[config.mk]
export PLATFORM = sky130hd
export DESIGN_NAME = smbios_structure_walker
export DESIGN_NICKNAME = d
export VERILOG_FILES = /design/src/hdl/smbw_pkg.sv /design/src/hdl/smbw_step.sv /design/src/hdl/smbios_structure_walker.sv
export SDC_FILE = /design/constraint.sdc
export NUM_CORES = 1
export LEC_CHECK = 0
export ABC_AREA = 1
export BUFFER_PORTS_ARGS = -buffer_cell sky130_fd_sc_hd__buf_2
export CAP_MARGIN = 0
export CELL_PAD_IN_SITES_DETAIL_PLACEMENT = 0
export CELL_PAD_IN_SITES_GLOBAL_PLACEMENT = 2
export CORE_UTILIZATION = 35
export DETAILED_ROUTE_END_ITERATION = 7
export GPL_TIMING_DRIVEN = 0
export PLACE_DENSITY = 0.8
export SETUP_SLACK_MARGIN = 0.5
export SYNTH_ARGS = -nofsm -noshare
export SYNTH_HDL_FRONTEND = slang
export SYNTH_SLANG_ARGS = --single-unit
[constraint.sdc]
create_clock -name clk -period 9.2 [get_ports clk]
set_input_delay 1.38 -clock clk [delete_from_list [all_inputs] [get_ports clk]]
set_output_delay 1.38 -clock clk [all_outputs]
set_load 0.01 [all_outputs]
[src/hdl/smbw_pkg.sv]
`timescale 1ns / 1ps
// ----------------------------------------------------------------------------
// SMBIOS walker package
// Shared types, status codes and the cleared walk state for the SMBIOS
// structure table walker.
// ----------------------------------------------------------------------------
package smbw_pkg;

	localparam logic [7:0] END_OF_TABLE_TYPE = 8'd127;
	localparam logic [7:0] MIN_STRUCT_LENGTH = 8'd4;

	// Result status codes.
	localparam logic [1:0] ST_FOUND     = 2'd0;
	localparam logic [1:0] ST_END       = 2'd1;
	localparam logic [1:0] ST_EXHAUSTED = 2'd2;
	localparam logic [1:0] ST_MALFORMED = 2'd3;

	// Configuration register indexes.
	localparam logic REG_TARGET_TYPE = 1'b0;
	localparam logic REG_TABLE_SIZE  = 1'b1;

	typedef enum logic [1:0] {
		PH_HEADER,
		PH_FORMATTED,
		PH_STRINGS
	} smbw_phase_t;

	typedef struct packed {
		logic [7:0] data_byte;
		logic       restart;
	} smbw_in_t;

	typedef struct packed {
		logic [1:0]  status;
		logic [31:0] struct_offset;
		logic [31:0] bytes_left;
		logic [7:0]  struct_length;
		logic [15:0] struct_handle;
	} smbw_out_t;

	typedef struct packed {
		smbw_phase_t phase;
		logic [31:0] byte_offset;
		logic [31:0] header_start;
		logic [1:0]  header_count;
		logic [7:0]  cur_type;
		logic [7:0]  cur_length;
		logic [15:0] cur_handle;
		logic [7:0]  skip_count;
		logic        prev_was_nul;
		logic        first_string;
		logic        done;
	} smbw_walk_t;

	localparam smbw_walk_t WALK_CLEAR = '{
		phase:        PH_HEADER,
		byte_offset:  32'd0,
		header_start: 32'd0,
		header_count: 2'd0,
		cur_type:     8'd0,
		cur_length:   8'd0,
		cur_handle:   16'd0,
		skip_count:   8'd0,
		prev_was_nul: 1'b0,
		first_string: 1'b1,
		done:         1'b0
	};

endpackage

[src/hdl/smbw_step.sv]
`timescale 1ns / 1ps
// ----------------------------------------------------------------------------
// SMBIOS walker step logic
// Next walk state and the optional result for one table byte.
// ----------------------------------------------------------------------------
module smbw_step import smbw_pkg::*; (
	input  smbw_walk_t  walk,
	input  smbw_in_t    item,
	input  logic [7:0]  target_type,
	input  logic [31:0] table_size,
	output smbw_walk_t  walk_next,
	output logic        emit,
	output smbw_out_t   result
);

	smbw_walk_t  cur;
	smbw_walk_t  nxt;
	logic [31:0] off;
	logic        early;
	logic [1:0]  status;

	always_comb begin
		cur    = item.restart ? WALK_CLEAR : walk;
		nxt    = cur;
		off    = cur.byte_offset;
		early  = 1'b0;
		status = ST_EXHAUSTED;
		emit   = 1'b0;

		if (!cur.done) begin
			nxt.byte_offset = off + 32'd1;
			if (off >= table_size) begin
				emit = 1'b1;
			end else begin
				case (cur.phase)
					PH_HEADER: begin
						case (cur.header_count)
							2'd0: begin
								if ((table_size - off) < 32'd4) begin
									early = 1'b1;
								end else begin
									nxt.cur_type = item.data_byte;
								end
							end
							2'd1: nxt.cur_length = item.data_byte;
							2'd2: nxt.cur_handle = {8'd0, item.data_byte};
							default: begin
								nxt.cur_handle = cur.cur_handle | {item.data_byte, 8'd0};
								if (cur.cur_type == END_OF_TABLE_TYPE) begin
									early  = 1'b1;
									status = ST_END;
								end else if (cur.cur_length < MIN_STRUCT_LENGTH) begin
									early  = 1'b1;
									status = ST_MALFORMED;
								end else if ((table_size - cur.header_start)
										< {24'd0, cur.cur_length}) begin
									early = 1'b1;
								end else if (cur.cur_type == target_type) begin
									early  = 1'b1;
									status = ST_FOUND;
								end else if (cur.cur_length == MIN_STRUCT_LENGTH) begin
									nxt.phase        = PH_STRINGS;
									nxt.prev_was_nul = 1'b0;
									nxt.first_string = 1'b1;
								end else begin
									nxt.phase      = PH_FORMATTED;
									nxt.skip_count = cur.cur_length - MIN_STRUCT_LENGTH;
								end
							end
						endcase
						if (!early) begin
							nxt.header_count = cur.header_count + 2'd1;
						end
					end
					PH_FORMATTED: begin
						nxt.skip_count = cur.skip_count - 8'd1;
						if (nxt.skip_count == 8'd0) begin
							nxt.phase        = PH_STRINGS;
							nxt.prev_was_nul = 1'b0;
							nxt.first_string = 1'b1;
						end
					end
					default: begin
						if (item.data_byte == 8'd0) begin
							if (cur.prev_was_nul && !cur.first_string) begin
								// Double NUL closes the string set.
								nxt.phase        = PH_HEADER;
								nxt.header_start = off + 32'd1;
								nxt.header_count = 2'd0;
								nxt.cur_type     = 8'd0;
								nxt.cur_length   = 8'd0;
								nxt.cur_handle   = 16'd0;
								nxt.prev_was_nul = 1'b0;
								nxt.first_string = 1'b1;
							end else begin
								nxt.prev_was_nul = 1'b1;
								nxt.first_string = 1'b0;
							end
						end else begin
							nxt.prev_was_nul = 1'b0;
						end
					end
				endcase

				// The last table byte ends the search if nothing else did.
				emit = early || (({1'b0, off} + 33'd1) >= {1'b0, table_size});
			end
		end

		if (emit) begin
			nxt.done = 1'b1;
		end
		walk_next = nxt;

		result.status        = status;
		result.struct_offset = nxt.header_start;
		result.bytes_left    = (nxt.header_start <= table_size) ?
			(table_size - nxt.header_start) : 32'd0;
		result.struct_length = nxt.cur_length;
		result.struct_handle = nxt.cur_handle;
	end

endmodule

[src/hdl/smbios_structure_walker.sv]
`timescale 1ns / 1ps
// ----------------------------------------------------------------------------
// SMBIOS structure table walker
// Scans an SMBIOS structure table one byte per request and reports the first
// structure of the target type, the end-of-table marker, running out of
// table, or a malformed header length. One result per search.
// ----------------------------------------------------------------------------
//
//  Channel  | Direction | Handshake            | Payload
//  ---------+-----------+----------------------+------------------------------
//  in       | input     | in_valid / in_ready  | in_data  (data_byte, restart)
//  out      | output    | out_valid / out_ready| out_data (status, offset, ...)
//  cfg      | input     | cfg_we (no wait)     | cfg_index, cfg_wdata
//
// Each table byte is captured in the input stage, and then the walk state and
// the result register are updated from it in a single pass, so one request is
// accepted every cycle unless a held result stalls the input stage.
// A request in the input stage advances whenever the result register is
// empty or being drained; a held result stalls only the input stage.
// Reset clears the walk state and both configuration registers; the first
// request may follow reset directly.
// ----------------------------------------------------------------------------
module smbios_structure_walker import smbw_pkg::*; (
	input  logic        clk,
	input  logic        arst_n,

	input  logic        in_valid,
	output logic        in_ready,
	input  smbw_in_t    in_data,

	output logic        out_valid,
	input  logic        out_ready,
	output smbw_out_t   out_data,

	input  logic        cfg_we,
	input  logic        cfg_index,
	input  logic [31:0] cfg_wdata
);

	// Configuration registers.
	logic [7:0]  target_type_q;
	logic [31:0] table_size_q;

	// Input stage: one captured request.
	logic        item_valid_s1;
	smbw_in_t    item_s1;

	// Walk state, updated once per byte.
	smbw_walk_t  walk_q;
	smbw_walk_t  walk_next;

	// Result register.
	logic        res_valid_q;
	smbw_out_t   res_q;

	logic        emit;
	smbw_out_t   result;
	logic        advance;

	// The input stage moves on unless a result is held that cannot leave.
	assign advance  = item_valid_s1 && (!res_valid_q || out_ready);
	assign in_ready = !item_valid_s1 || advance;

	assign out_valid = res_valid_q;
	assign out_data  = res_q;

	always_ff @(posedge clk or negedge arst_n) begin
		if (!arst_n) begin
			target_type_q <= 8'd0;
			table_size_q  <= 32'd0;
		end else if (cfg_we) begin
			unique case (cfg_index)
				REG_TARGET_TYPE: target_type_q <= cfg_wdata[7:0];
				REG_TABLE_SIZE:  table_size_q  <= cfg_wdata;
			endcase
		end
	end

	always_ff @(posedge clk or negedge arst_n) begin
		if (!arst_n) begin
			item_valid_s1 <= 1'b0;
		end else if (in_ready) begin
			item_valid_s1 <= in_valid;
		end
	end

	always_ff @(posedge clk) begin
		if (in_ready && in_valid) begin
			item_s1 <= in_data;
		end
	end

	smbw_step u_step (
		.walk        (walk_q),
		.item        (item_s1),
		.target_type (target_type_q),
		.table_size  (table_size_q),
		.walk_next   (walk_next),
		.emit        (emit),
		.result      (result)
	);

	always_ff @(posedge clk or negedge arst_n) begin
		if (!arst_n) begin
			walk_q <= WALK_CLEAR;
		end else if (advance) begin
			walk_q <= walk_next;
		end
	end

	// A new result may land in the same cycle the old one is taken.
	always_ff @(posedge clk or negedge arst_n) begin
		if (!arst_n) begin
			res_valid_q <= 1'b0;
		end else if (advance && emit) begin
			res_valid_q <= 1'b1;
		end else if (out_ready) begin
			res_valid_q <= 1'b0;
		end
	end

	always_ff @(posedge clk) begin
		if (advance && emit) begin
			res_q <= result;
		end
	end

endmodule

==> impl_results.md, run 1 <==
* Status: completed
* Ant. Diodes at 0
* Pleak at between 10 and 15 nW
* CP endpoint: out_data[48]
* Die span in x at approximately 250 um
* Mapped Cells at 3204
* Core footprint at roughly 0.06 sq mm
* Hold Violations, Final at 0
* Synthesized cell area at between 0.02 and 0.025 sq mm
* FF-to-FF End: out_data[48]
* Number of synthesized register bits at approximately 250
* Clock Latency Late Sink at a little under 600 ps
* Iteration-0 DRC Markers at ~1600
* Mean routed wirelength per cell at 20.0 um
* Initial antenna violation count at 0
* Switch Pwr at 0.00242 W
* CTS Sinks at approximately 250
* Cell Int Power at approximately 0.0031 W
* Initial Utilization at about a third
* Io pins at 139
* Gr ovfl total at 0
* Startpoint Class: flop
* DRC at 0
* Row cnt at 90
* CP max-delay cell: fa_1
* Hold Buf Count CTS at 0
* R2R Setup Slk at ~1100 ps
* Register area share after synthesis at 32.0%
* Largest net degree at the start of global routing at between 100 and 150
* Worst-margin pin slew at between 900 and 1000 ps
* Reg-to-Reg Start: item_s1[0]
* Clk root buf: clkbuf_16
* Endpoint class of the critical path: flop
* Clock network fraction of total power at 25.4%
* Max cap viols at 0
* Minimum clock period at 8140 ps
* Total GRT Usage at around a quarter
* Synth warn at 0
* Setup Skew at between 20 and 25 ps
* Final Setup Violations at 0
* Final Cycle Share at approximately nine tenths
* CP Launch Point: item_s1[0]
* Mean Syn Cell Area at about 6.6 sq um
* H-tree levels at 1
* Post-route cell area at between 0.02 and 0.025 sq mm
* Die Span Y at 249 um
* Cts bufs inserted at 31
* RSZ-0062 raised after global routing: no
* Cell mode on critical path: nand2_1
* ANT nets after route at 0
* Worst R2R Path Depth at 40
* VDD IR-drop max at 139 uV
* Min-Delay Path Class: flop to flop
* Sw Ratio at 43.7%
* CTS clk-pin slew, worst paths at approximately 60 ps
* Overall power at 0.00555 W
* WP data required at around 9700 ps
* Number of flops mapped to enable cells by yosys at approximately 100
* Slew HR at between 30% and 40%
* WS Path Type: flop to flop
* Sequential share of power at 28.9%
* Longest Clk Path Bufs at 3
* Cell taking the most area after synthesis: dfrtp_1
* Critical Path Max Stage Delay at around 420 ps
* Worst hold slack at 482 ps
* Share of the synthesized area in the top cell type at between 10% and 20%
* Drt first pass iters at 8
* Avg Vias per Cell at ~5.1
* PD cells at 229 mW/mm^2
* Synth cell types at approximately 60
* Hpwl dp at 68800 um
* Post-CTS setup buffer count at 0
* Count of pins over their slew limit at 0
* Drt total wl at 83700 um
* Synthesis-to-finish area growth at 13.7%
* Fmax at around 120 MHz
* Nets at 3572
* Comb power frac at a little under half
* Port Buffers at 138
* Post-synthesis async set-or-reset flop share at around three fifths
* First-pass GRT wire length at ~130000 um
* Post_cts resized at 0
* Die area at 0.0618 sq mm
* Synth Flop Type: dfrtp_1
* Area contributors post-synth: dfrtp_1, nand2_1, edfxtp_1
* Number of global-route vias before repair at just over 20000
* Placed cell area at around 0.023 sq mm
* Syn_nets at ~3400
* Routability congestion estimate at between 0.9 and 1
* Routed vias at between 20000 and 25000
* Share of cells above drive strength 1 at about 8.6%
* Worst path arrival time at 8600 ps
* CTS tree: done
* Crit Path Max Fanout at 10
* Setup Total Neg Slack at 0 ps
-- logic make-up (layout without fill, tap and decap cells) --
logic type / count (synthesis) / in the layout / share of synthesized area (%)
AOI/OAI and AO/OA: 545 / 545 / 14.0
xor gates and xnor gates: 80 / 80 / 3.33
adders and majority gates: 147 / 147 / 8.72
buffers and inverters: 700 / 898 / 12.8
DFF: 252 / 252 / 32.0
and+or+nand+nor: 1480 / 1480 / 29.2
-- stage by stage --
stage | util [%] | std cells | setup slack [ps]
global route | 40.2 | 4184 | 552
CTS | 40.1 | 4184 | 640
detailed placement | 38.2 | 4127 | 664
global placement | 38.1 | 4124 | -3030
finish | 40.2 | 4184 | 1060
floorplan | - | 3204 | 748
-- per-layer routing --
metal / track usage [%] / wire length [um]
met5: 0 / 0
met1: 36.6 / 38600
met4: 6.32 / 2020
met2: 45.0 / 39000
met3: 2.67 / 4090
-- critical path, delay by kind of cell, from the launching register on --
kind,cells,cell delay [ps]
buffers and inverters,13,3040
AND/OR/NAND/NOR,17,2100
AO/OA/AOI/OAI,7,1490
adder cells (fa/ha/maj),3,990
flip-flops,1,340
-- sequential cells by signal (all words and copies together) (netlist names) --
name and count:
out_data 90, target_type_q 8, out_valid 1, walk_q 111, table_size_q 32, item_valid_s1 1
item_s1 9
-- synth_stat cells (all sizes together) (2+ instances only) --
cell and instances:
o21bai 9, xor2 54, nor4 12, nand3 128, dfrtp 152, o21ai 242
o211ai 10, nand4 44, a21boi 7, a211oi 2, nor3 29, or2 6
inv 618, clkbuf 47, o221ai 6, edfxtp 99, xnor2 26, o22ai 11
clkinv 5, buf 30, nor3b 2, nand2 929, and3 2, nand3b 12
a21oi 214, and2 10, a21o 6, fa 2, ha 145, a22oi 10
nor2 305, o21a 6, a31oi 10, a221oi 7
-- how the worst min path moves through the flow --
stage / end / slack, ps / cells after the start / start
CTS: walk_q[1] / 480 / 2 / walk_q[1]
detailed placement: walk_q[9] / 460 / 2 / walk_q[9]
floorplan: walk_q[3] / 450 / 2 / walk_q[3]
global placement: walk_q[3] / 470 / 2 / walk_q[3]
finish: walk_q[3] / 480 / 2 / walk_q[3]
global route: walk_q[9] / 500 / 2 / walk_q[9]
-- power groups by stage --
| stage | sequential, W | combinational (W) | clock, W |
|---|---|---|---|
| after floorplan | 0.00158 | 0.00171 | 0 |
| after global placement | 0.00163 | 0.00248 | 0 |
| after detailed placement | 0.00162 | 0.00251 | 0 |
| after CTS | 0.00160 | 0.00253 | 0.00143 |
| after global routing | 0.00162 | 0.00284 | 0.00147 |
| final | 0.00161 | 0.00254 | 0.00141 |
-- final cells by class --
type / instances / area, sq um
sequential: 252 / 6800
tap: 782 / 978
inverter: 623 / 2350
multi-input combinational: 2252 / 11800
clock buffer: 36 / 805
buffer: 77 / 375
timing repair buffer: 141 / 768
clock inverter: 21 / 354
fill: 6497 / 36100
-- layout by cell type, fill, tap and decap left out, types with 25 or more instances in the layout --
| cell | synthesis | final |
|---|---|---|
| ha_1 | 145 | 145 |
| a21oi_1 | 211 | 211 |
| dfrtp_1 | 152 | 152 |
| clkbuf_1 | 47 | 51 |
| edfxtp_1 | 99 | 99 |
| nand3_1 | 120 | 120 |
| buf_2 | 15 | 152 |
| o21ai_1 | 48 | 48 |
| xnor2_1 | 25 | 25 |
| nand4_1 | 44 | 44 |
| nor2_1 | 283 | 282 |
| xor2_1 | 54 | 54 |
| inv_1 | 606 | 606 |
| o21ai_0 | 188 | 188 |
| nand2_1 | 916 | 916 |
| nor3_1 | 26 | 26 |
| clkbuf_16 | 0 | 31 |
(Power assumes the default switching activity.)
==> run 2: changes to the inputs <==
ABC_AREA = default   (was 1)
BUFFER_PORTS_ARGS = -buffer_cell sky130_fd_sc_hd__buf_4   (was -buffer_cell sky130_fd_sc_hd__buf_2)
CORE_UTILIZATION = 38   (was 35)
PLACE_DENSITY = 0.79   (was 0.8)
==> run 2 against run 1 <==
  * Total power down 11%
  * Cell count down 27%
  * Area after synthesis down 12%
==> impl_results.md, run 2 <==
* Status: completed
* Drt first pass iters at 5 (-3)
* Synth warn at 0 (unchanged)
* Worst path arrival time at 8740 ps (+140 ps)
* Final Cycle Share at 91.7% (+3.2 points)
* Critical Path Max Stage Delay at 670 ps (+250 ps)
* Slew HR at 20.8% (-18 points)
* Startpoint Class: flop
* VDD IR-drop max at 165 uV (+19%)
* Most frequent cells in the layout: nand2_1, dfrtp_1, ha_1, buf_4, nor2_1
* WS Path Type: flop to flop
* R2R Setup Slk at 770 ps (-290 ps)
* Row cnt at 81 (-10%)
* Syn_nets at 2370 (-30%)
* Initial antenna violation count at 1 (+1)
* Gr ovfl total at 0 (unchanged)
* Longest Clk Path Bufs at 3 (unchanged)
* Register area share after synthesis at 36.2% (+4.3 points)
* Die area at 0.0503 sq mm (-19%)
* Synthesis-to-finish area growth at 18.4%
* Mean Syn Cell Area at 8.62 sq um (+30%)
* Commonest cells in the netlist: nand2_1, dfrtp_1, ha_1
* Hold Violations, Final at 0 (unchanged)
* Setup Skew at 14.1 ps (-7.23 ps)
* Most common cell after layout, fill and taps aside: nand2_1
* Share of the synthesized area in the top cell type at 20.3% (+2.4 points)
* Worst-margin pin slew at 1160 ps (+245 ps)
* DRC at 0 (unchanged)
* Hold Buf Count CTS at 0 (unchanged)
* Clock Latency Late Sink at 620 ps (+30 ps)
* RSZ-0062 raised after global routing: no
* Iteration-0 DRC Markers at 1384 (-11%)
* Total GRT Usage at 27.9% (+1.2 points)
* Mean routed wirelength per cell at 23.5 um (+17%)
* Most flops, register: walk_q
* Routability congestion estimate at 0.948 (+4.0%)
* Hpwl dp at 56300 um (-18%)
* Largest net degree at the start of global routing at 111 (+2.8%)
* Pleak at 9.46 nW (-24%)
* Worst R2R Path Depth at 28 (-30%)
* Crit Path Max Fanout at 32 (+22)
* Fmax at 119 MHz (-3.5%)
* CTS clk-pin slew, worst paths at 60 ps (about the same)
* Share of cells above drive strength 1 at 14.2% (+5.6 points)
* Cell taking the most area after synthesis: dfrtp_1
* Minimum clock period at 8430 ps (+292 ps)
* Max cap viols at 0 (unchanged)
* Core footprint at 0.0488 sq mm (-19%)
* Routed vias at 17600 (-18%)
* Count of pins over their slew limit at 0 (unchanged)
* Number of synthesized register bits at 252 (unchanged)
* Post-synthesis async set-or-reset flop share at 60.7% (unchanged)
* Min-Delay Path Class: flop to flop
* Synthesized cell area at 0.0188 sq mm (-12%)
* CP Launch Point: item_s1[0]
* Clk root buf: clkbuf_16
* Most common cell in the netlist: nand2_1
* Io pins at 139 (unchanged)
* Area contributors post-synth: dfrtp_1, edfxtp_1, ha_1
* Drt total wl at 71600 um (-14%)
* Endpoint class of the critical path: flop
* First-pass GRT wire length at 106000 um (-16%)
* Overall power at 0.00494 W (-11%)
* CP endpoint: out_data[79]
* FF-to-FF End: out_data[79]
* H-tree levels at 1 (unchanged)
* Port Buffers at 138 (unchanged)
* Post-route cell area at 0.0222 sq mm (-8.2%)
* Reg-to-Reg Start: item_s1[0]
* Avg Vias per Cell at 5.77 (+13%)
* Placed cell area at 0.0208 sq mm (-9.9%)
* CP max-delay cell: or4b_2
* PD cells at 222 mW/mm^2 (-3.1%)
* CTS Sinks at 252 (unchanged)
* Synth Flop Type: dfrtp_1
* Initial Utilization at 38.4% (+3.1 points)
* Cts bufs inserted at 31 (unchanged)
* Number of flip-flops in the largest register at 111 (unchanged)
* Die span in x at 224 um (-9.8%)
* Number of global-route vias before repair at 16800 (-18%)
* ANT nets after route at 0 (unchanged)
* Die Span Y at 224 um (-9.8%)
* Mapped Cells at 2176 (-32%)
* Nets at 2550 (-29%)
* WP data required at 9510 ps (-150 ps)
* Number of flops mapped to enable cells by yosys at 99 (unchanged)
* Synth cell types at 90 (+48%)
* Final Setup Violations at 0 (unchanged)
* CTS tree: done
-- run 2: cell types whose count changed after synthesis, sizes merged, moves of 59 or more --
| cell | before | now |
|---|---|---|
| nor2 | 305 | 144 |
| nand3 | 128 | 41 |
| inv | 618 | 120 |
| nand2 | 929 | 352 |
| mux2 | 0 | 59 |
| o21ai | 242 | 142 |
| a21oi | 214 | 142 |
-- run 2: critical path: cells and delay by family (launching register included) --
kind            cells  cell delay (ps)
buf+inv             9             2360
flops               1              420
fa+ha+maj           2              630
xor+xnor            1              280
simple gates       13             3850
compound gates      3              510
-- run 2: report_power, final --
group	switching [W]	total, W	internal [W]	leakage (nW)
clock network	0.000551	0.00147	0.000915	0.586
logic	0.00119	0.00190	0.000710	5.95
registers	0.000200	0.00158	0.00137	2.92
-- run 2: logic make-up (layout without fill, tap and decap cells) --
logic type | count (synthesis) | in the layout | share of synthesized area (%)
mux | 76 | 76 | 4.45
other cells | 0 | 1 | 0
buf+inv | 211 | 416 | 4.25
compound gates | 603 | 603 | 21.3
xor+xnor | 77 | 77 | 3.59
fa+ha+maj | 147 | 147 | 9.88
simple gates | 810 | 810 | 20.2
flops | 252 | 252 | 36.2
-- run 2: worst min path at each step --
stage | from | end | slack, ps | cells after the start
2_1_floorplan | walk_q[101] | walk_q[101] | 440 | 2
3_3_place_gp | walk_q[74] | walk_q[74] | 460 | 2
3_5_place_dp | walk_q[74] | walk_q[74] | 460 | 2
4_1_cts | walk_q[74] | walk_q[74] | 480 | 2
5_1_grt | walk_q[74] | walk_q[74] | 500 | 2
6_report | walk_q[74] | walk_q[74] | 480 | 2
-- run 2: per-layer routing --
metal  GRT usage, %  share of wire (%)  vias to the layer above
met5              0                  0                        -
li1               -                  -                     8312
met4           6.63                1.9                        0
met3           4.35                6.2                       76
met2           43.4                 45                      555
met1           40.4                 47                     8625
-- run 2: what timing repair did --
item / in CTS / in global routing
setup endpoints to repair: 255 / 38
setup buffers: 4 / 0
gates cloned: 0 / 0
pin swaps: 4 / 1
resized for setup: 59 / 20
-- run 2: per-stage QoR --
stage | hold slack, ps | cells | utilization [%] | setup slack (ps) | setup TNS [ps]
CTS | 477 | 3045 | 45.4 | 523 | 0
global placement | 456 | 2978 | 42.2 | -4320 | -454900
detailed placement | 463 | 2983 | 42.5 | -4230 | -290560
finish | 479 | 3046 | 45.5 | 767 | 0
global route | 495 | 3045 | 45.5 | 517 | 0
floorplan | 438 | 2176 | - | 1150 | 0
-- run 2: area by class of cell --
class                   instances  area (sq um)
diodes                          1          2.50
plain buffers                  90           420
clock buffers                  38           853
clock inverters                20           357
fillers                      4881         26600
inverters                     121           459
multi-input cells            1713         11300
flip-flops and latches        252          6800
well taps                     664           831
repair buffers                147          1170
==> run 3: changes to the inputs <==
CORE_UTILIZATION = 39   (was 38)
SYNTH_HIERARCHICAL = 1   (was default)
==> run 3 against run 2 <==
  * Hold slack improved by 27 ps
  * Synthesized cell count fell by 2.5%
  * First-iteration DRC count is 1.5% lower
  * Core utilization is 0.81 points higher
  * Non-clock buffer count up 51
  * Critical path type unchanged
  * Largest power group unchanged
==> impl_results.md, run 3 <==
* Routed vias at 17100 (-2.6%)
* H-tree levels at 1 (unchanged)
* Number of flip-flops in the largest register at 111 (unchanged)
* Most common cell after layout, fill and taps aside: nand2_1
* Die span in x at 228 um (+1.6%)
* Largest net degree at the start of global routing at 86 (-23%)
* Mean routed wirelength per cell at 23.1 um (-1.8%)
* Endpoint class of the critical path: flop
* Crit Path Max Fanout at 10 (-69%)
* Die area at 0.0519 sq mm (+3.2%)
* CP max-delay cell: a2111oi_4
* Routability congestion estimate at 0.903 (-4.7%)
* Max cap viols at 0 (unchanged)
* PD cells at 229 mW/mm^2 (+3.1%)
* Worst-margin pin slew at 1400 ps (+240 ps)
* Min-Delay Path Class: flop to flop
* Commonest cells in the netlist: nor2_1, nand2_1, dfrtp_1
* Reg-to-Reg Start: item_s1[0]
* RSZ-0062 raised after global routing: no
* Fmax at 118 MHz (-0.19%)
* Worst path arrival time at 8780 ps (+40 ps)
* Overall power at 0.00533 W (+8.0%)
* Number of flops mapped to enable cells by yosys at 99 (unchanged)
* Critical Path Max Stage Delay at 420 ps (-250 ps)
* Most flops, register: walk_q
* Most frequent cells in the layout: nand2_1, nor2_1, buf_4, dfrtp_1, ha_1
* Nets at 2498 (-2.0%)
* Status: completed
* Share of the synthesized area in the top cell type at 19.1% (-1.1 points)
* Count of pins over their slew limit at 0 (unchanged)
* Port Buffers at 138 (unchanged)
* Total GRT Usage at 26.2% (-1.7 points)
* Die Span Y at 228 um (+1.6%)
* Drt first pass iters at 5 (unchanged)
* Initial antenna violation count at 0 (-1)
* Ant. Diodes at 0 (-1)
* Syn_nets at 2316 (-2.3%)
* CTS clk-pin slew, worst paths at 60 ps (about the same)
* Gr ovfl total at 0 (unchanged)
* Synthesized cell area at 0.0199 sq mm (+5.9%)
* DRC at 0 (unchanged)
* Multi-input logic area at 0.0119 sq mm (+5.4%)
* Iteration-0 DRC Markers at 1363 (-1.5%)
* Placed cell area at 0.0218 sq mm (+5.3%)
* Row cnt at 82 (+1.2%)
* VDD IR-drop max at 181 uV (+10%)
* Register area share after synthesis at 34.2% (-2.0 points)
* CTS tree: done
* Register area at 0.00680 sq mm (unchanged)
* Clock Latency Late Sink at 610 ps (about the same)
* Hpwl dp at 53700 um (-4.5%)
* Clk root buf: clkbuf_16
* Minimum clock period at 8450 ps (+16.2 ps)
* Setup Skew at 18.7 ps (+4.65 ps)
* Avg Vias per Cell at 5.71 (-1.1%)
* Cell taking the most area after synthesis: dfrtp_1
* Mean Syn Cell Area at 9.37 sq um (+8.7%)
* Pleak at 10.2 nW (+7.9%)
* Synth Flop Type: dfrtp_1
* CTS Sinks at 252 (unchanged)
* Cell mode on critical path: buf_4
* Final Setup Violations at 0 (unchanged)
* Slew HR at 6.63% (-14 points)
* CP endpoint: out_data[27]
* Drt total wl at 69200 um (-3.3%)
* Synthesis-to-finish area growth at 17.0%
* Cts bufs inserted at 31 (unchanged)
* Area contributors post-synth: dfrtp_1, edfxtp_1, ha_1
* Number of global-route vias before repair at 16600 (-1.2%)
* Final Cycle Share at 91.8% (+0.18 points)
* Longest Clk Path Bufs at 3 (unchanged)
* Core footprint at 0.0503 sq mm (+2.9%)
* Placed cells at 2934 (-1.6%)
* Synth warn at 6 (+6)
* Number of synthesized register bits at 252 (unchanged)
* ANT nets after route at 0 (unchanged)
* First-pass GRT wire length at 104000 um (-1.6%)
* Mapped Cells at 2121 (-2.5%)
* R2R Setup Slk at 750 ps (-20 ps)
* Share of cells above drive strength 1 at 22.9% (+8.7 points)
* WS Path Type: flop to flop
* Post-synthesis async set-or-reset flop share at 60.7% (unchanged)
* CP Launch Point: item_s1[0]
* Worst R2R Path Depth at 37 (+32%)
* Post-Layout Cell Count at 3000 (-1.5%)
* Most common cell in the netlist: nor2_1
* Hold Violations, Final at 0 (unchanged)
* Synth cell types at 101 (+12%)
* Fill cell count at 4880 (-0.020%)
* WP data required at 9530 ps (+20 ps)
* Io pins at 139 (unchanged)
* FF-to-FF End: out_data[27]
* Post-route cell area at 0.0233 sq mm (+4.7%)
* Startpoint Class: flop
* Initial Utilization at 39.5% (+1.1 points)
-- run 3: changes by cell type after synthesis, sizes merged, moves of 32 or more --
| cell | before | now |
|---|---|---|
| nor2 | 144 | 214 |
| o21ai | 142 | 94 |
| nand2 | 352 | 212 |
| nor3 | 68 | 36 |
| buf | 15 | 96 |
| mux2 | 59 | 160 |
-- run 3: where the power goes --
| group | switching (W) | internal [W] |
|---|---|---|
| sequential | 0.000233 | 0.00140 |
| combinational | 0.00139 | 0.00101 |
| clock | 0.000544 | 0.000753 |
| total | 0.00217 | 0.00316 |
-- run 3: cell type report --
| class | instances | area share (%) |
|---|---|---|
| inverters | 112 | 1.82 |
| multi-input cells | 1618 | 51.3 |
| flip-flops and latches | 252 | 29.2 |
| clock inverters | 22 | 1.10 |
| repair buffers | 148 | 5.00 |
| plain buffers | 140 | 4.45 |
| well taps | 672 | 3.61 |
| clock buffers | 36 | 3.50 |
-- run 3: how the worst min path moves through the flow --
stage	from	end	slack (ps)	cells past startpoint
finish	walk_q[76]	walk_q[76]	510	1
global route	walk_q[72]	walk_q[72]	530	1
CTS	walk_q[76]	walk_q[76]	510	1
detailed placement	walk_q[76]	walk_q[76]	500	1
global placement	walk_q[76]	walk_q[76]	480	1
floorplan	walk_q[76]	walk_q[76]	470	1
-- run 3: logic make-up (layout without fill, tap and decap cells) --
family / after synthesis / count (layout) / share of synthesized area (%)
AND/OR/NAND/NOR: 701 / 702 / 17.2
XOR/XNOR: 90 / 90 / 3.96
flip-flops: 252 / 252 / 34.2
AO/OA/AOI/OAI: 507 / 507 / 17.3
buffers and inverters: 252 / 458 / 6.64
adder cells (fa/ha/maj): 148 / 148 / 9.39
multiplexers: 171 / 171 / 11.3
-- run 3: layer usage --
layer | routed length, um | global-route usage [%] | vias up
li1 | - | - | 8051
met1 | 34300 | 39.3 | 8482
met2 | 30100 | 40.1 | 516
met3 | 3330 | 2.60 | 67
met4 | 1470 | 6.25 | 0
met5 | 0 | 0 | -
-- run 3: timing repair --
item                                    4_1_cts  5_1_grt
gates cloned                                  1        0
resized for setup                            66       23
buffers inserted                              7        0
endpoints found under the setup margin      263      122
endpoints found under the hold margin         0        0
hold buffers                                  0        0
pin swaps                                     6        2
-- run 3: worst max-delay path: cells and delay by family (launching register included) --
family / cells / cell delay [ps]
AO/OA/AOI/OAI: 16 / 3530
adder cells (fa/ha/maj): 3 / 890
buffers and inverters: 11 / 2140
flip-flops: 1 / 390
multiplexers: 1 / 310
AND/OR/NAND/NOR: 6 / 840
-- run 3: per-stage QoR --
step	hold slack, ps	setup TNS (ps)	utilization [%]	setup slack, ps
2_1_floorplan	471	0	-	559
3_3_place_gp	483	-726220	43.3	-5430
3_5_place_dp	496	-485280	43.5	-5340
4_1_cts	511	0	46.1	506
5_1_grt	533	0	46.3	465
6_report	506	0	46.3	751
